<file path="config.mk">
export PLATFORM = sky130hd
export DESIGN_NAME = pointer_event_aggregator_core_flat
export DESIGN_NICKNAME = d
export VERILOG_FILES = /design/src/pea_pkg.sv /design/src/pea_stream_if.sv /design/src/pointer_event_aggregator_core.sv /design/src/flat_wrapper.sv
export SDC_FILE = /design/constraint.sdc
export NUM_CORES = 1
export LEC_CHECK = 0
export BUFFER_PORTS_ARGS = -buffer_cell sky130_fd_sc_hd__buf_2
export CAP_MARGIN = 20
export CORE_UTILIZATION = 32
export DETAILED_ROUTE_END_ITERATION = 8
export GPL_TIMING_DRIVEN = 1
export PLACE_DENSITY = 0.48
export SYNTH_ARGS = -nofsm -noshare
export SYNTH_HDL_FRONTEND = slang
export SYNTH_SLANG_ARGS = --single-unit
</file>
<file path="constraint.sdc">
create_clock -name clock -period 7.41 [get_ports clock]
set_input_delay 0.3705 -clock clock [delete_from_list [all_inputs] [get_ports clock]]
set_output_delay 0.3705 -clock clock [all_outputs]
set_load 0.05 [all_outputs]
</file>
<file path="src/pea_pkg.sv">
// Package for the pointer event aggregator: payload structs, event and
// button codes, register indexes and divider sizing.
// Depends on nothing; the core and the testbench import it.
package pea_pkg;

   // Event classes carried in event_type.
   localparam logic [15:0] EvSync = 16'h0000;
   localparam logic [15:0] EvKey  = 16'h0001;
   localparam logic [15:0] EvRel  = 16'h0002;
   localparam logic [15:0] EvAbs  = 16'h0003;

   // Axis and button codes carried in event_code.
   localparam logic [15:0] CodeX      = 16'h0000;
   localparam logic [15:0] CodeY      = 16'h0001;
   localparam logic [15:0] CodeWheel  = 16'h0008;
   localparam logic [15:0] CodeLeft   = 16'h0110;
   localparam logic [15:0] CodeRight  = 16'h0111;
   localparam logic [15:0] CodeMiddle = 16'h0112;

   // Button bit masks.
   localparam logic [2:0] BtnLeft   = 3'b001;
   localparam logic [2:0] BtnRight  = 3'b010;
   localparam logic [2:0] BtnMiddle = 3'b100;

   // Register file layout: four 31-bit registers at byte addresses 0, 4, 8, 12.
   localparam int CsrAddrWidth = 4;
   localparam logic [1:0] RegXMin = 2'd0;
   localparam logic [1:0] RegXMax = 2'd1;
   localparam logic [1:0] RegYMin = 2'd2;
   localparam logic [1:0] RegYMax = 2'd3;
   localparam logic [30:0] RangeResetMax = 31'h0000_7fff;

   // The scaled position is a 16-bit quotient, one bit per divider step.
   localparam int DivSteps    = 16;
   localparam int DivCntWidth = $clog2(DivSteps);

   typedef enum logic [1:0] {
      ST_IDLE,
      ST_CLAMP,
      ST_PREP,
      ST_DIV
   } state_type;

   typedef struct packed {
      logic [15:0]        event_type;
      logic [15:0]        event_code;
      logic signed [31:0] event_value;
   } event_type_s_type;

   typedef struct packed {
      logic [2:0]         button_bits;
      logic signed [15:0] move_x;
      logic signed [15:0] move_y;
      logic signed [7:0]  wheel_delta;
      logic               is_absolute;
   } packet_type;

endpackage

</file>
<file path="src/pea_stream_if.sv">
// Valid/ready stream interface used for the event and packet channels.
// The payload type is set per instance; depends on nothing else.
interface pea_stream_if #(
   parameter type payload_type = logic
);
   logic        valid;
   logic        ready;
   payload_type payload;

   modport source (output valid, output payload, input ready);
   modport sink (input valid, input payload, output ready);
endinterface

</file>
<file path="src/pointer_event_aggregator_core.sv">
// Top level of the pointer event aggregator: event decode, accumulators,
// the serial scaling divider and the packet output stage.
// Depends on pea_pkg and pea_stream_if.

// The block takes input events (type, code, signed value) on req_chan and
// sends pointer packets on rsp_chan. Key, relative and sync events, and
// absolute events on unknown codes, are handled in the idle state, and the
// block is ready again in the next cycle unless the skid register filled.
// An absolute X or Y event keeps it busy: the clamp state clamps the raw
// value to the configured range, the prep state forms (value-min)*65535,
// and in the divide state one shared 32-bit subtractor produces one quotient
// bit per cycle of the division by (max-min). When max is not above min the
// raw value's low 16 bits are taken in the clamp state and the division is
// skipped. A sync event produces one packet when anything changed since the
// last packet or the wheel sum is nonzero. Packets go to an output register
// backed by one skid register, so a finished packet may wait on rsp_chan
// while new events are taken; outside the scaling states, input stalls only
// while both hold a packet. Range registers are written through the
// APB-style port and must only be written while the block is idle.
module pointer_event_aggregator_core (
   input  logic                            clock,
   input  logic                            reset,
   pea_stream_if.sink                      req_chan,
   pea_stream_if.source                    rsp_chan,
   input  logic                            psel,
   input  logic                            penable,
   input  logic                            pwrite,
   input  logic [pea_pkg::CsrAddrWidth-1:0] paddr,
   input  logic [31:0]                     pwdata,
   output logic [31:0]                     prdata,
   output logic                            pready
);
   import pea_pkg::*;

   // Range registers.
   logic [30:0] x_min_ff, x_max_ff, y_min_ff, y_max_ff;
   logic [1:0]  csr_index;
   logic        csr_write;

   // Sequencer and divider state.
   state_type               state_ff, state_in;
   logic [31:0]             raw_ff, raw_in;
   logic                    axis_ff, axis_in;
   logic [30:0]             diff_ff, diff_in;
   logic [30:0]             den_ff, den_in;
   logic [30:0]             rem_ff, rem_in;
   logic [DivSteps-1:0]     quo_ff, quo_in;
   logic [DivCntWidth-1:0]  cnt_ff, cnt_in;

   // Architectural pointer state.
   logic [15:0] pos_x_ff, pos_x_in, pos_y_ff, pos_y_in;
   logic        abs_seen_ff, abs_seen_in;
   logic [31:0] sum_x_ff, sum_x_in, sum_y_ff, sum_y_in, sum_wheel_ff, sum_wheel_in;
   logic [2:0]  buttons_ff, buttons_in;
   logic        pending_ff, pending_in;

   // Output register and skid register.
   packet_type out_ff, out_in, skid_ff, skid_in;
   logic       out_valid_ff, out_valid_in, skid_valid_ff, skid_valid_in;

   // Combinational helpers.
   event_type_s_type ev;
   packet_type       pkt;
   logic             req_ready, req_fire, emit, out_take;
   logic [30:0]      axis_lo, axis_hi, clamped;
   logic [46:0]      numer;
   logic [31:0]      shifted;
   logic [32:0]      trial;
   logic             ge;
   logic [2:0]       btn_mask;

   // ------------------------------------------------------------------
   // Configuration port. Writes complete in the access phase; pready is
   // tied high so every access finishes without wait states.
   // ------------------------------------------------------------------
   assign pready    = 1'b1;
   assign csr_index = paddr[CsrAddrWidth-1:2];
   assign csr_write = psel && penable && pwrite;

   always_ff @(posedge clock) begin
      if (reset) begin
         x_min_ff <= '0;
         x_max_ff <= RangeResetMax;
         y_min_ff <= '0;
         y_max_ff <= RangeResetMax;
      end else if (csr_write) begin
         case (csr_index)
            RegXMin: x_min_ff <= pwdata[30:0];
            RegXMax: x_max_ff <= pwdata[30:0];
            RegYMin: y_min_ff <= pwdata[30:0];
            RegYMax: y_max_ff <= pwdata[30:0];
            default: ;
         endcase
      end
   end

   always_comb begin
      case (csr_index)
         RegXMin: prdata = {1'b0, x_min_ff};
         RegXMax: prdata = {1'b0, x_max_ff};
         RegYMin: prdata = {1'b0, y_min_ff};
         RegYMax: prdata = {1'b0, y_max_ff};
         default: prdata = '0;
      endcase
   end

   // ------------------------------------------------------------------
   // Datapath pieces shared by the sequencer states.
   // ------------------------------------------------------------------
   assign ev       = req_chan.payload;
   assign req_fire = req_chan.valid && req_ready;
   assign out_take = out_valid_ff && rsp_chan.ready;

   assign axis_lo = axis_ff ? y_min_ff : x_min_ff;
   assign axis_hi = axis_ff ? y_max_ff : x_max_ff;

   // A negative raw value lies below every minimum.
   always_comb begin
      if (raw_ff[31] || (raw_ff[30:0] < axis_lo)) begin
         clamped = axis_lo;
      end else if (raw_ff[30:0] > axis_hi) begin
         clamped = axis_hi;
      end else begin
         clamped = raw_ff[30:0];
      end
   end

   // diff*65535 written as diff*65536 - diff.
   assign numer = {diff_ff, 16'h0000} - {16'h0000, diff_ff};

   // One restoring-division step: the partial remainder stays below the
   // divisor, so after the shift it fits 32 bits and needs one subtract.
   assign shifted = {rem_ff, quo_ff[DivSteps-1]};
   assign trial   = {1'b0, shifted} - {2'b00, den_ff};
   assign ge      = !trial[32];

   always_comb begin
      case (ev.event_code)
         CodeLeft:   btn_mask = BtnLeft;
         CodeRight:  btn_mask = BtnRight;
         CodeMiddle: btn_mask = BtnMiddle;
         default:    btn_mask = 3'b000;
      endcase
   end

   always_comb begin
      pkt.button_bits = buttons_ff;
      pkt.move_x      = abs_seen_ff ? pos_x_ff : sum_x_ff[15:0];
      pkt.move_y      = abs_seen_ff ? pos_y_ff : sum_y_ff[15:0];
      pkt.wheel_delta = sum_wheel_ff[7:0];
      pkt.is_absolute = abs_seen_ff;
   end

   // ------------------------------------------------------------------
   // Sequencer: next state and all register updates.
   // ------------------------------------------------------------------
   always_comb begin
      state_in     = state_ff;
      raw_in       = raw_ff;
      axis_in      = axis_ff;
      diff_in      = diff_ff;
      den_in       = den_ff;
      rem_in       = rem_ff;
      quo_in       = quo_ff;
      cnt_in       = cnt_ff;
      pos_x_in     = pos_x_ff;
      pos_y_in     = pos_y_ff;
      abs_seen_in  = abs_seen_ff;
      sum_x_in     = sum_x_ff;
      sum_y_in     = sum_y_ff;
      sum_wheel_in = sum_wheel_ff;
      buttons_in   = buttons_ff;
      pending_in   = pending_ff;
      req_ready    = 1'b0;
      emit         = 1'b0;

      case (state_ff)
         ST_IDLE: begin
            req_ready = !skid_valid_ff;
            if (req_fire) begin
               case (ev.event_type)
                  EvAbs: begin
                     if ((ev.event_code == CodeX) || (ev.event_code == CodeY)) begin
                        raw_in      = ev.event_value;
                        axis_in     = (ev.event_code == CodeY);
                        abs_seen_in = 1'b1;
                        pending_in  = 1'b1;
                        state_in    = ST_CLAMP;
                     end
                  end
                  EvRel: begin
                     if (ev.event_code == CodeX) begin
                        sum_x_in   = sum_x_ff + ev.event_value;
                        pending_in = 1'b1;
                     end else if (ev.event_code == CodeY) begin
                        sum_y_in   = sum_y_ff + ev.event_value;
                        pending_in = 1'b1;
                     end else if (ev.event_code == CodeWheel) begin
                        sum_wheel_in = sum_wheel_ff + ev.event_value;
                        pending_in   = 1'b1;
                     end
                  end
                  EvKey: begin
                     if (btn_mask != 3'b000) begin
                        buttons_in = (ev.event_value != 32'sd0) ? (buttons_ff | btn_mask)
                                                                : (buttons_ff & ~btn_mask);
                        pending_in = 1'b1;
                     end
                  end
                  EvSync: begin
                     if (pending_ff || (sum_wheel_ff != 32'h0000_0000)) begin
                        emit         = 1'b1;
                        sum_x_in     = '0;
                        sum_y_in     = '0;
                        sum_wheel_in = '0;
                        pending_in   = 1'b0;
                     end
                  end
                  default: ;
               endcase
            end
         end

         ST_CLAMP: begin
            if (axis_hi <= axis_lo) begin
               // Max not above min: the raw value passes through unclamped.
               if (axis_ff) begin
                  pos_y_in = raw_ff[15:0];
               end else begin
                  pos_x_in = raw_ff[15:0];
               end
               state_in = ST_IDLE;
            end else begin
               diff_in  = clamped - axis_lo;
               den_in   = axis_hi - axis_lo;
               state_in = ST_PREP;
            end
         end

         ST_PREP: begin
            rem_in   = numer[46:DivSteps];
            quo_in   = numer[DivSteps-1:0];
            cnt_in   = '0;
            state_in = ST_DIV;
         end

         ST_DIV: begin
            rem_in = ge ? trial[30:0] : shifted[30:0];
            quo_in = {quo_ff[DivSteps-2:0], ge};
            cnt_in = cnt_ff + 1'b1;
            if (cnt_ff == DivCntWidth'(DivSteps - 1)) begin
               if (axis_ff) begin
                  pos_y_in = quo_in;
               end else begin
                  pos_x_in = quo_in;
               end
               state_in = ST_IDLE;
            end
         end

         default: begin
            state_in = ST_IDLE;
         end
      endcase
   end

   // Output register plus skid register. Input is held off while the skid
   // register is full, so a new packet always finds a free slot.
   always_comb begin
      out_in        = out_ff;
      out_valid_in  = out_valid_ff;
      skid_in       = skid_ff;
      skid_valid_in = skid_valid_ff;
      if (out_take) begin
         if (skid_valid_ff) begin
            out_in        = skid_ff;
            out_valid_in  = 1'b1;
            skid_valid_in = 1'b0;
         end else begin
            out_in       = pkt;
            out_valid_in = emit;
         end
      end else if (emit) begin
         if (out_valid_ff) begin
            skid_in       = pkt;
            skid_valid_in = 1'b1;
         end else begin
            out_in       = pkt;
            out_valid_in = 1'b1;
         end
      end
   end

   assign req_chan.ready   = req_ready;
   assign rsp_chan.valid   = out_valid_ff;
   assign rsp_chan.payload = out_ff;

   // Control state and pointer state are cleared by reset.
   always_ff @(posedge clock) begin
      if (reset) begin
         state_ff      <= ST_IDLE;
         pos_x_ff      <= '0;
         pos_y_ff      <= '0;
         abs_seen_ff   <= 1'b0;
         sum_x_ff      <= '0;
         sum_y_ff      <= '0;
         sum_wheel_ff  <= '0;
         buttons_ff    <= '0;
         pending_ff    <= 1'b0;
         out_valid_ff  <= 1'b0;
         skid_valid_ff <= 1'b0;
      end else begin
         state_ff      <= state_in;
         pos_x_ff      <= pos_x_in;
         pos_y_ff      <= pos_y_in;
         abs_seen_ff   <= abs_seen_in;
         sum_x_ff      <= sum_x_in;
         sum_y_ff      <= sum_y_in;
         sum_wheel_ff  <= sum_wheel_in;
         buttons_ff    <= buttons_in;
         pending_ff    <= pending_in;
         out_valid_ff  <= out_valid_in;
         skid_valid_ff <= skid_valid_in;
      end
   end

   // Working registers of the divider and the packet payloads.
   always_ff @(posedge clock) begin
      raw_ff  <= raw_in;
      axis_ff <= axis_in;
      diff_ff <= diff_in;
      den_ff  <= den_in;
      rem_ff  <= rem_in;
      quo_ff  <= quo_in;
      cnt_ff  <= cnt_in;
      out_ff  <= out_in;
      skid_ff <= skid_in;
   end

   // ------------------------------------------------------------------
   // Assertions.
   // ------------------------------------------------------------------

   // The skid register only fills behind a held output register.
   assert property (@(posedge clock) disable iff (reset)
      skid_valid_ff |-> out_valid_ff)
      else $error("skid register holds a packet while the output is empty");

   // No event is taken while the divider sequence runs.
   assert property (@(posedge clock) disable iff (reset)
      (state_ff != ST_IDLE) |-> !req_chan.ready)
      else $error("input ready while the scaling sequence is busy");

   // The last division step always returns the sequencer to idle.
   assert property (@(posedge clock) disable iff (reset)
      ((state_ff == ST_DIV) && (cnt_ff == DivCntWidth'(DivSteps - 1))) |=>
      (state_ff == ST_IDLE))
      else $error("divider did not finish after its last step");

   // A sync with nothing to report puts no packet into an empty output stage.
   assert property (@(posedge clock) disable iff (reset)
      (req_fire && (ev.event_type == EvSync) && !pending_ff &&
       (sum_wheel_ff == 32'h0000_0000) && !out_valid_ff) |=> !out_valid_ff)
      else $error("packet produced by an empty sync");

endmodule

</file>
<file path="src/flat_wrapper.sv">
// flat-port wrapper written by rule: the top's interface ports become plain ports
module pointer_event_aggregator_core_flat import pea_pkg::*;
  (clock, reset, psel, penable, pwrite, paddr, pwdata, prdata, pready, req_chan_valid, req_chan_payload, req_chan_ready, rsp_chan_valid, rsp_chan_payload, rsp_chan_ready);
  pea_stream_if #(.payload_type(event_type_s_type)) req_chan_i ();
  pea_stream_if #(.payload_type(packet_type)) rsp_chan_i ();
  input  logic clock;
  input  logic reset;
  input  logic psel;
  input  logic penable;
  input  logic pwrite;
  input  logic [pea_pkg::CsrAddrWidth-1:0] paddr;
  input  logic [31:0] pwdata;
  output logic [31:0] prdata;
  output logic pready;
  input wire logic [$bits(req_chan_i.valid)-1:0] req_chan_valid;
  input wire logic [$bits(req_chan_i.payload)-1:0] req_chan_payload;
  output wire logic [$bits(req_chan_i.ready)-1:0] req_chan_ready;
  output wire logic [$bits(rsp_chan_i.valid)-1:0] rsp_chan_valid;
  output wire logic [$bits(rsp_chan_i.payload)-1:0] rsp_chan_payload;
  input wire logic [$bits(rsp_chan_i.ready)-1:0] rsp_chan_ready;
  assign req_chan_i.valid = req_chan_valid;
  assign req_chan_i.payload = req_chan_payload;
  assign req_chan_ready = req_chan_i.ready;
  assign rsp_chan_valid = rsp_chan_i.valid;
  assign rsp_chan_payload = rsp_chan_i.payload;
  assign rsp_chan_i.ready = rsp_chan_ready;
  pointer_event_aggregator_core u_core (.clock(clock), .reset(reset), .req_chan(req_chan_i), .rsp_chan(rsp_chan_i), .psel(psel), .penable(penable), .pwrite(pwrite), .paddr(paddr), .pwdata(pwdata), .prdata(prdata), .pready(pready));
endmodule
</file>
-- Word-level counts from Yosys, hierarchy flattened
Cells that the tools add are included.
- add/subtract/negate cells: 8
- magnitude comparators: 3
- equality and inequality tests: 34
- multiplexer cells: 58
- bitwise gates (word level): 5
- reduce and logical (&&, ||, !) cells: 39
- operators by type and width (operator ; count):
    32-bit 2-to-1 mux ; 7
    32-bit case mux with 2 select lines ; 3
    44-bit 2-to-1 mux ; 4
    16-bit 2-to-1 mux ; 10
    31-bit 2-to-1 mux ; 5
    32-bit case mux with 4 select lines ; 1
    32-bit adder ; 3
    16-bit case mux with 2 select lines ; 3
    32-bit nonzero test ; 2
    31-bit case mux with 2 select lines ; 1
    31-bit subtractor ; 2
    16-bit by 9-bit equality test with 1-bit output (second input constant) ; 3
    47-bit by 31-bit subtractor with 47-bit output ; 1
    32-bit by 31-bit subtractor with 33-bit output ; 1
    16-bit by 1-bit equality test with 1-bit output (second input constant) ; 2
    16-bit by 2-bit equality test with 1-bit output (second input constant) ; 2
    16-bit logical NOT ; 2
    31-bit > comparator ; 1
    31-bit <= comparator ; 1
    31-bit less-than comparator ; 1
    2-bit by 1-bit inequality test with 1-bit output (second input constant) ; 12
    16-bit by 4-bit equality test with 1-bit output (second input constant) ; 1
    5-bit AND reduction ; 3
    1-bit 2-to-1 mux ; 14
    other kinds (29) ; 62
- flip-flop bits (word level): 495
- bits of input ports: 107
- logic and storage cells: 179

-- Longest topological paths before layout
- word-level depth: 8
- mapped depth: 27
- gate-level depth less buffers: 24

-- Least setup slack after synthesis
Ideal clock, no wire load.
- kind: register to register
- start point: reg u_core.axis_ff
- end point: reg u_core.diff_ff[28] (data pin)
- setup time: 0.262 ns
- data arrival time: 6.334 ns
- required time: 7.148 ns
- path slack: 0.815 ns
- stages on the path, launching flop included: 28
- path buffers: 5
- cell sequence: edfxtp_1 buf_2 buf_1 clkbuf_1 mux2i_1 ha_1 a21o_1 a21o_1 a221o_1 a31oi_1 o21ai_0 a221oi_1 o21a_1 clkbuf_1 buf_2 mux2i_1 ha_1 inv_1 fa_1 a211oi_2 o21ai_0 a21oi_2 a2111oi_0 or3_4 a2111oi_4 o31ai_1 a211oi_1 xnor2_1
- word-level cells in the longest chain between the ends: 5
- elaborated cells on any way between the ends: 8
- RTL lines (item ; line ; RTL):
    start: declaration ; pointer_event_aggregator_core.sv:43 ; logic axis_ff, axis_in;
    start signal: assignment ; pointer_event_aggregator_core.sv:330 ; axis_ff <= axis_in;
    31-bit 2-to-1 mux (on tied branches) ; pointer_event_aggregator_core.sv:115, pointer_event_aggregator_core.sv:114 ;
    31-bit > comparator / 31-bit less-than comparator (equally long branches) ; pointer_event_aggregator_core.sv:121, pointer_event_aggregator_core.sv:119 ;
    31-bit 2-to-1 mux / 1-bit logical OR (equally long branches) ; pointer_event_aggregator_core.sv:121, pointer_event_aggregator_core.sv:119 ;
    31-bit 2-to-1 mux ; pointer_event_aggregator_core.sv:119 ; if (raw_ff[31] || (raw_ff[30:0] < axis_lo)) begin
    31-bit subtractor (*) ; pointer_event_aggregator_core.sv:234 ; diff_in = clamped - axis_lo;
    end signal: assignment ; pointer_event_aggregator_core.sv:331 ; diff_ff <= diff_in;
    end: declaration ; pointer_event_aggregator_core.sv:44 ; logic [30:0] diff_ff, diff_in;
Every way passes the cells marked *; elsewhere a longest branch is shown, timed or not.
A chain may end at the register's enable or synchronous reset.

-- Worst setup path in the final report
Ends and elaborated chain as after synthesis.

==> results.md <==
| Quantity | Value | Unit |
| --- | --- | --- |
| Critical hold path startpoint | pwdata[1] | - |
| Relative contribution of sequential cells to total power | 45.1 | % |
| Leak Pwr | 13.7 | nW |
| Antenna cell count | 0 | - |
| Non-filler cells in the finished layout | 4657 | - |
| Headroom to the max-slew limit | 27.6 | % |
| Floorplan core area | 0.0919 | mm² |
| Worst r2r src | u_core.axis_ff | - |
| FF-to-FF path depth | 24 | - |
| Start-to-end type of the worst setup path | flop to flop | - |
| Crit-path max FO | 29 | - |
| Overall fraction of global-route tracks in use | 19.8 | % |
| Die area | 0.0944 | mm² |
| Clock Root Buffer | sky130_fd_sc_hd__clkbuf_16 | - |
| Seq/Total Area, Yosys | 39.0 | % |
| GR Overflow Total | 0 | - |
| Kind of launch point of the worst setup path | flop | - |
| Final RePlAce weighted congestion | 0.893 | - |
| Vias | 24407 | - |
| Run status | finished clean | - |
| Routed Wire Length | 94700 | µm |
| Total chip power | 6.19 | mW |
| DPL Wire Length | 70500 | µm |
| Endpoint type of the worst setup path | flop | - |
| Worst clock skew | 0.0253 | ns |
| Mean post-synth cell area | 9.36 | µm² |
| Number of instances in the synthesized netlist | 3186 | - |
| Synthesized Nets | 3530 | - |
| # nets final | 3714 | - |
| Fillers | 9508 | - |
| Cell taking the most area after synthesis | sky130_fd_sc_hd__edfxtp_1 | - |
| Number of buffers on the longest clock path | 3 | - |
| Clock buffers created by TritonCTS | 54 | - |
| Post-Layout Inst Area | 0.0343 | mm² |
| Hold-critical path endpoint | u_core.x_max_ff[1] | - |
| Die span in x | 307 | µm |
| Cell area after synthesis | 0.0298 | mm² |
| Count of TritonRoute iterations in the first routing pass | 5 | - |
| Final period utilization | 89.1 | % |
| Number of failing setup endpoints in the final timing report | 0 | - |
| Number of enable-type register cells in the synthesized netlist | 234 | - |
| Post-synthesis cell type count | 88 | - |
| Endpoint of the most critical register-to-register path | u_core.diff_ff[28] | - |
| Top cells by area, synth | sky130_fd_sc_hd__edfxtp_1, sky130_fd_sc_hd__dfxtp_1, sky130_fd_sc_hd__ha_1 | - |
| Syn. warnings | 0 | - |
| Switching power | 1.65 | mW |
| Number of top-level design ports | 186 | - |
| Pins Over Slew Limit | 0 | - |
| Maximum VDD drop | 0.000147 | V |
| Gates resized, CTS repair | 0 | - |
| Routed WL per cell | 20.3 | µm |
| Clk Latency, worst-skew pair | 0.63 | ns |
| Areal power density over the cells | 180 | mW/mm² |
| Sum Neg Setup Slack | 0 | ns |
| H-tree levels | 2 | - |
| Crit path required time | 7.78 | ns |
| DRC viols | 0 | - |
| Primary FF master, synth | sky130_fd_sc_hd__edfxtp_1 | - |
| Unrepaired setup endpoints after global routing | false | - |
| Share of post-route cells with drive strength above 1 | 14.9 | % |
| Highest clock frequency the design can meet | 151 | MHz |
| Part of the power in combinational logic | 12.3 | % |
| Number of clock sinks seen by CTS | 463 | - |
| Pin count of the biggest net entering global routing | 98 | - |
| Number of global-route vias before repair | 23430 | - |
| Worst EP arrival | 6.98 | ns |
| Cell internal power dissipation | 4.54 | mW |
| CTS clk-pin slew, worst paths | 0.06 | ns |
| Instance area at placement | 0.0322 | mm² |
| Clock share of power | 42.6 | % |
| Num rows | 111 | - |
| Actual transition at the worst max-transition pin | 1.09 | ns |
| Number of nets with antenna violations after detailed routing | 0 | - |
| Die Height | 307 | µm |
| TritonCTS clock tree | done | - |
| Post-synth top area share | 23.6 | % |
| Number of flip-flops and latches in the synthesized netlist | 463 | - |
| Reg-to-reg setup timing slack | 0.81 | ns |
| Kind of path behind the tightest hold check | primary input to flop | - |
| Initial Utilization | 32.4 | % |
| Number of DRC markers in iteration 0 | 1689 | - |
| Share of synthesized flip-flops with an asynchronous set or reset | 0 | % |
| Via count normalized by instance count | 5.24 | - |
| Number of instances on the worst hold path | 3 | - |
| Port buffer count | 180 | - |
| Wire length of the first global-routing pass | 144000 | µm |
| Area added between synthesis and finish | 15.1 | % |
| Switching Fraction | 26.7 | % |
| Final critical delay including setup and external delays | 6.60 | ns |
| Number of antenna violations at the first check in global routing | 1 | - |
| Number of hold violations in the final report | 0 | - |
| Number of violations of the max-capacitance limit | 0 | - |
| Pre-CTS WS | 0.782 | ns |
| Count of placed standard cells including taps | 4522 | - |
| Final worst setup slack | 0.808 | ns |
==> routing by layer <==
layer	wire length [µm]	up-vias	global-route usage [%]
li1	-	12059	-
met1	45300	11703	28.0
met2	43400	521	31.9
met3	3840	124	2.22
met4	2160	0	5.01
met5	0	-	0
==> registers in the layout, indices dropped and copies added (netlist names), 16 cells and up, named ones only <==
signal                   count
u_core.pos_y_ff             16
u_core.y_min_ff             31
u_core.rsp_chan.payload     44
u_core.sum_wheel_ff         32
u_core.x_max_ff             31
u_core.sum_y_ff             16
u_core.rem_ff               31
u_core.raw_ff               32
u_core.quo_ff               16
u_core.diff_ff              31
u_core.x_min_ff             31
u_core.skid_ff              44
u_core.den_ff               31
u_core.sum_x_ff             16
u_core.y_max_ff             31
u_core.pos_x_ff             16
==> power by group through the flow <==
stage	clock, mW	sequential, mW	combinational (mW)
global placement	0	2.85	0.742
finish	2.64	2.79	0.760
CTS	2.71	2.79	0.759
detailed placement	0	2.85	0.741
floorplan	0	2.83	0.512
global route	2.80	2.80	0.831
==> layout make-up <==
| type | instances | area, µm² | share of cell area [%] |
|---|---|---|---|
| Multi-Input combinational cell | 2444 | 17200 | 50.0 |
| Clock inverter | 14 | 108 | 0.314 |
| Timing Repair Buffer | 272 | 1730 | 5.04 |
| Inverter | 135 | 507 | 1.48 |
| Clock buffer | 86 | 1620 | 4.73 |
| Tap cell | 1243 | 1560 | 4.53 |
| Sequential cell | 463 | 11600 | 33.9 |
==> cells by family (layout without fill, tap and decap cells) <==
family / after synthesis / after routing / share of synthesized area (%)
simple gates: 1014 / 1014 / 15.8
compound gates: 805 / 805 / 17.4
flops: 463 / 463 / 39.0
buf+inv: 279 / 507 / 3.67
fa+ha+maj: 237 / 237 / 10.1
mux: 230 / 230 / 9.49
xor+xnor: 156 / 156 / 4.58
other cells: 2 / 2 / 0.0252
==> cell usage in the layout (no fill, tap or decap), types with 44 or more instances in the layout <==
cell / Yosys / layout
sky130_fd_sc_hd__nand2_1: 455 / 455
sky130_fd_sc_hd__a21oi_1: 290 / 288
sky130_fd_sc_hd__edfxtp_1: 234 / 234
sky130_fd_sc_hd__ha_1: 231 / 231
sky130_fd_sc_hd__dfxtp_1: 229 / 228
sky130_fd_sc_hd__nor2_1: 186 / 183
sky130_fd_sc_hd__buf_2: 10 / 179
sky130_fd_sc_hd__inv_1: 135 / 134
sky130_fd_sc_hd__o21ai_0: 130 / 130
sky130_fd_sc_hd__mux2_2: 111 / 111
sky130_fd_sc_hd__xnor2_1: 105 / 105
sky130_fd_sc_hd__a21o_1: 94 / 94
sky130_fd_sc_hd__mux2i_1: 88 / 88
sky130_fd_sc_hd__nor3_1: 70 / 67
sky130_fd_sc_hd__nand3_1: 65 / 64
sky130_fd_sc_hd__clkbuf_16: 0 / 57
sky130_fd_sc_hd__buf_4: 3 / 54
sky130_fd_sc_hd__xor2_1: 51 / 51
sky130_fd_sc_hd__a211oi_1: 44 / 44
==> repair_timing <==
item | CTS | global route
hold buffers | 34 | 0
hold endpoints to repair | 71 | 0
buffers inserted | 0 | 0
==> through the flow <==
step	utilization, %	hold slack, ns
global placement	35.0	0.457
finish	37.3	0.0329
floorplan	-	0.406
CTS	37.3	0.000368
detailed placement	35.0	0.459
global route	37.3	0.0178
==> worst max path at each step <==
stage | startpoint | to | slack [ns] | cells after the start
after floorplan | u_core.axis_ff | u_core.diff_ff[28] | 0.81 | 27
after global placement | u_core.axis_ff | u_core.diff_ff[28] | 0.89 | 24
after detailed placement | u_core.axis_ff | u_core.diff_ff[28] | 0.78 | 24
after CTS | u_core.axis_ff | u_core.diff_ff[28] | 0.75 | 24
after global routing | u_core.axis_ff | u_core.diff_ff[28] | 0.27 | 24
final | u_core.axis_ff | u_core.diff_ff[28] | 0.81 | 24
==> Yosys cell counts, drive strengths merged (94+ instances only) <==
master / n
dfxtp: 229
a21oi: 292
mux2: 111
nand2: 455
xnor2: 105
clkbuf: 115
edfxtp: 234
ha: 231
a21o: 94
inv: 135
nor2: 186
o21ai: 135
==> worst max-delay path: stages, from the launching register on <==
cell	delay (ns)
sky130_fd_sc_hd__edfxtp_1	0.48
sky130_fd_sc_hd__buf_12	0.26
sky130_fd_sc_hd__buf_12	0.22
sky130_fd_sc_hd__mux2i_1	0.09
sky130_fd_sc_hd__buf_4	0.17
sky130_fd_sc_hd__ha_1	0.18
sky130_fd_sc_hd__a21o_1	0.17
sky130_fd_sc_hd__a21o_1	0.18
sky130_fd_sc_hd__a221o_1	0.33
sky130_fd_sc_hd__a31oi_1	0.22
sky130_fd_sc_hd__o21ai_0	0.19
sky130_fd_sc_hd__a221oi_1	0.34
sky130_fd_sc_hd__o21a_2	0.35
sky130_fd_sc_hd__buf_4	0.30
sky130_fd_sc_hd__mux2i_1	0.16
sky130_fd_sc_hd__fa_1	0.47
sky130_fd_sc_hd__a211oi_2	0.27
sky130_fd_sc_hd__o21ai_0	0.17
sky130_fd_sc_hd__a21oi_2	0.24
sky130_fd_sc_hd__a2111oi_0	0.16
sky130_fd_sc_hd__or3_4	0.45
sky130_fd_sc_hd__a2111oi_4	0.36
sky130_fd_sc_hd__o31ai_1	0.16
sky130_fd_sc_hd__a211oi_1	0.27
sky130_fd_sc_hd__xnor2_1	0.09
(Power assumes the default switching activity.)
